===== config.mk =====
export PLATFORM = sky130hd
export DESIGN_NAME = att_node_cmp
export DESIGN_NICKNAME = d
export VERILOG_FILES = /design/src/rtl/att_pkg.sv /design/src/rtl/att_node_cmp.sv
export SDC_FILE = /design/constraint.sdc
export NUM_CORES = 1
export LEC_CHECK = 0
export ABC_AREA = 0
export BUFFER_PORTS_ARGS = -buffer_cell sky130_fd_sc_hd__buf_4
export CAP_MARGIN = 20
export CORE_ASPECT_RATIO = 1.4
export CORE_MARGIN = 4
export CORE_UTILIZATION = 40
export DETAILED_ROUTE_END_ITERATION = 8
export PLACE_DENSITY = 0.84
export RECOVER_POWER = 50
export SYNTH_ARGS = -nofsm -noshare
export SYNTH_HDL_FRONTEND = slang
export SYNTH_SLANG_ARGS = --single-unit
export TNS_END_PERCENT = 30

===== constraint.sdc =====
create_clock -name vclk -period 5.3
set_clock_uncertainty 0.1 [all_clocks]
set_input_delay 1.06 -clock vclk [all_inputs]
set_output_delay 1.06 -clock vclk [all_outputs]
set_load 0.1 [all_outputs]

===== src/rtl/att_pkg.sv =====
`default_nettype none

package att_pkg;

    localparam int VAL_W = 48;

    localparam logic [VAL_W-1:0] VAL_MAX = {1'b0, {(VAL_W-1){1'b1}}};
    localparam logic [VAL_W-1:0] VAL_MIN = {1'b1, {(VAL_W-1){1'b0}}};

    typedef enum logic {
        OP_WRITE = 1'b0,
        OP_ADD   = 1'b1
    } op_t;

    typedef enum logic [3:0] {
        S_CLEAR,
        S_IDLE,
        S_LEAF_RD,
        S_MOD,
        S_UP,
        S_Q_RD,
        S_Q_LEAF,
        S_Q_UP,
        S_DONE
    } state_t;

    function automatic logic [VAL_W-1:0] sat_add(input logic [VAL_W-1:0] a,
                                                 input logic [VAL_W-1:0] b);
        logic [VAL_W:0] sum;
        sum = {a[VAL_W-1], a} + {b[VAL_W-1], b};
        if (sum[VAL_W] != sum[VAL_W-1]) begin
            sat_add = sum[VAL_W] ? VAL_MIN : VAL_MAX;
        end else begin
            sat_add = sum[VAL_W-1:0];
        end
    endfunction

endpackage

`default_nettype wire


===== src/rtl/att_node_cmp.sv =====
`default_nettype none

module att_node_cmp #(
    parameter int IDX_W = 10
) (
    input  wire logic [att_pkg::VAL_W-1:0] a_val,
    input  wire logic [IDX_W-1:0]          a_idx,
    input  wire logic [att_pkg::VAL_W-1:0] b_val,
    input  wire logic [IDX_W-1:0]          b_idx,
    input  wire logic                      a_wins_ties,
    output logic      [att_pkg::VAL_W-1:0] win_val,
    output logic      [IDX_W-1:0]          win_idx
);

    import att_pkg::*;

    logic take_a;

    always_comb begin
        take_a = ($signed(a_val) > $signed(b_val)) || ((a_val == b_val) && a_wins_ties);
        win_val = take_a ? a_val : b_val;
        win_idx = take_a ? a_idx : b_idx;
    end

endmodule

`default_nettype wire


==> impl_metrics.tcl <==
set metrics [dict create \
    dr_wl_met3_um 561 \
    final_max_slew_viol_count 0 \
    seqCellArea_um2 0 \
    power_density_nw_per_um2 265.6 \
    setup_viol 0 \
    gr-total-overflow 0 \
    hold_class "in -> out" \
    tightest_slew_ps 351.6 \
    synth.top_cell.area_share 0.3019 \
    critical_path_buf_inv_count 3 \
    ir_worst_vdd_uv 176.8 \
    crit_chain "buf_4, ha_1, a21oi_1, o21ai_1, a2111oi_0, or4b_1, a21o_1, o2111ai_4, buf_12, mux2_2, clkbuf_4" \
    gr-usage-all-layers 0.2039 \
    worstSetupPathType "in -> out" \
    place_congestion 0.7700 \
    synth_area_leaders "ha_1 30%, mux2_2 22%, mux2_4 15%, inv_1 9.1%, a21oi_1 5.0%" \
    final_area_um2 3408 \
    rsz0062_at_grt "false" \
    drtAntennaViolNets 0 \
    io_pins 175 \
    status "finished, final reports clean" \
    totalWireLength_mm 6.553 \
    die_w_um 67.60 \
    required_ps 4140 \
    min_period_ps 5099 \
    ys_seq_area_frac 0 \
    whs_ps 2493 \
    path_max_fanout 35 \
    start_kind "primary input" \
    synth_top_cell_by_area "ha_1" \
    core-area_um2 4842 \
    syn_inst 236 \
    grt_max_degree 36 \
    crit_arrival_ps 3940 \
    fillers 402 \
    wl_per_cell_um 13.88 \
    hpwlAfterDp_mm 6.034 \
    slew_headroom 0.7637 \
    nClkBuffers 0 \
    cp-end-kind "output pin" \
    final.setup.tns_ps 0 \
    start_util 0.4109 \
    drtIter0Drc 30 \
    grt_pass1_wl_mm 10.60 \
    cap_violations 0 \
    first_pass_iters 4 \
    fin_crit_sh 0.9622 \
    path_delay_family "compound AO/OA/AOI/OAI gates" \
    dr_wl_met2_mm 3.704 \
    seq_cells 0 \
    layout-drive-gt1-share 0.5858 \
    avgSynthCellArea_um2 8.430 \
    rows 30 \
    crit_path_top_delay_cell "or4b_1" \
    critPathMaxStageDelay_ps 530 \
    area_delta_synth_final_pct 71.32 \
    p_leak_uw 0.001938 \
    syn_area_um2 1989 \
    yosys_warnings 0 \
    postCtsSetupBuffers 0 \
    wl_met1_mm 2.157 \
    syn_nets 401 \
    routed.top_layer "met4" \
    clock.fmax_ghz 0.1961 \
    vias_per_cell 5.121 \
    die_y_um 91.45 \
    grt_pass1_vias 2667 \
    antennaDiodeCount 0 \
    vias 2417 \
    drc 0 \
    antenna_found_initial 0 \
    hold_viol_final 0 \
    dieArea_um2 6182 \
    synth_cell_types 31 \
    dpl-instance-area_um2 3391 \
    io_buffers 175 \
    nets 575 \
]
layer usage:
| metal | up-vias | GRT usage |
|---|---|---|
| met3 | 12 | 0.02599 |
| met2 | 107 | 0.4330 |
| li1 | 1198 | - |
| met4 | 0 | 0.04230 |
| met1 | 1100 | 0.1879 |
| met5 | - | 0 |
final timing paths:
check,start,endpoint,slack (ps),depth (start not counted)
setup / recovery,a_val[47],win_val[32],200,11
hold / removal,b_idx[4],win_idx[4],2490,3
metrics by stage:
stage | power (uW) | instances | utilization | setup slack [ps]
6_report | 905.2 | 472 | 0.7039 | 200.5
5_1_grt | 945.9 | 472 | 0.7039 | 27.72
4_1_cts | 912.7 | 472 | 0.7003 | 141.1
3_5_place_dp | 910.8 | 472 | 0.7003 | 165.0
3_3_place_gp | 900.0 | 472 | 0.7003 | 324.1
2_1_floorplan | 707.5 | 236 | - | 598.7
area by class of cell:
type / count / area [um^2] / share of cell area
inverter: 48 / 180.2 / 0.05286
timing repair buffer: 178 / 1353 / 0.3968
tap: 64 / 80.08 / 0.02349
multi-input combinational: 182 / 1795 / 0.5268
power breakdown:
group / internal [uW] / switching, uW
clock: 0 / 0
sequential: 0 / 0
combinational: 268 / 637
Yosys cell counts:
cell type  instances
a21oi_1           20
a21o_1             5
nor4_1             2
a2111oi_0          1
nor2b_1            1
buf_6              2
nor2_1             3
or4_1              1
o21ai_0            3
a221oi_1           1
o21a_1             1
nand2b_1           1
ha_1              48
a32oi_1            1
o21bai_1           1
a211o_1            1
o21ai_1            1
or4b_1             1
nand3_1            3
nand4_1           11
inv_1             48
nor3_1             2
o2111ai_1          1
a211oi_1           1
mux2_2            38
nand2_1           11
mux2_4            20
nand3b_1           1
o211ai_1           2
buf_2              3
buf_4              1
cell families after synthesis:
kind of cell	share of synthesized area
adders and majority gates	0.3019
AOI/OAI and AO/OA	0.1201
muxes	0.3660
and+or+nand+nor	0.09875
buffers and inverters	0.1132
placed cells by master (no fill, tap or decap), types with 2 or more instances in the layout:
| master | instances |
|---|---|
| mux2_4 | 20 |
| a21o_1 | 5 |
| o21ai_0 | 3 |
| clkbuf_4 | 28 |
| o211ai_1 | 2 |
| ha_1 | 48 |
| nor3_1 | 2 |
| buf_4 | 148 |
| nand3_1 | 3 |
| inv_1 | 48 |
| nand2_1 | 11 |
| a21oi_1 | 20 |
| nand4_1 | 11 |
| mux2_2 | 38 |
| nor2_1 | 3 |
repair_timing:
action | 4_1_cts | 5_1_grt
endpoints found under the setup margin | 0 | 24
gates resized for setup | 0 | 3
hold buffers | 0 | 0
Note: power is estimated with default switching activity, not from simulation.
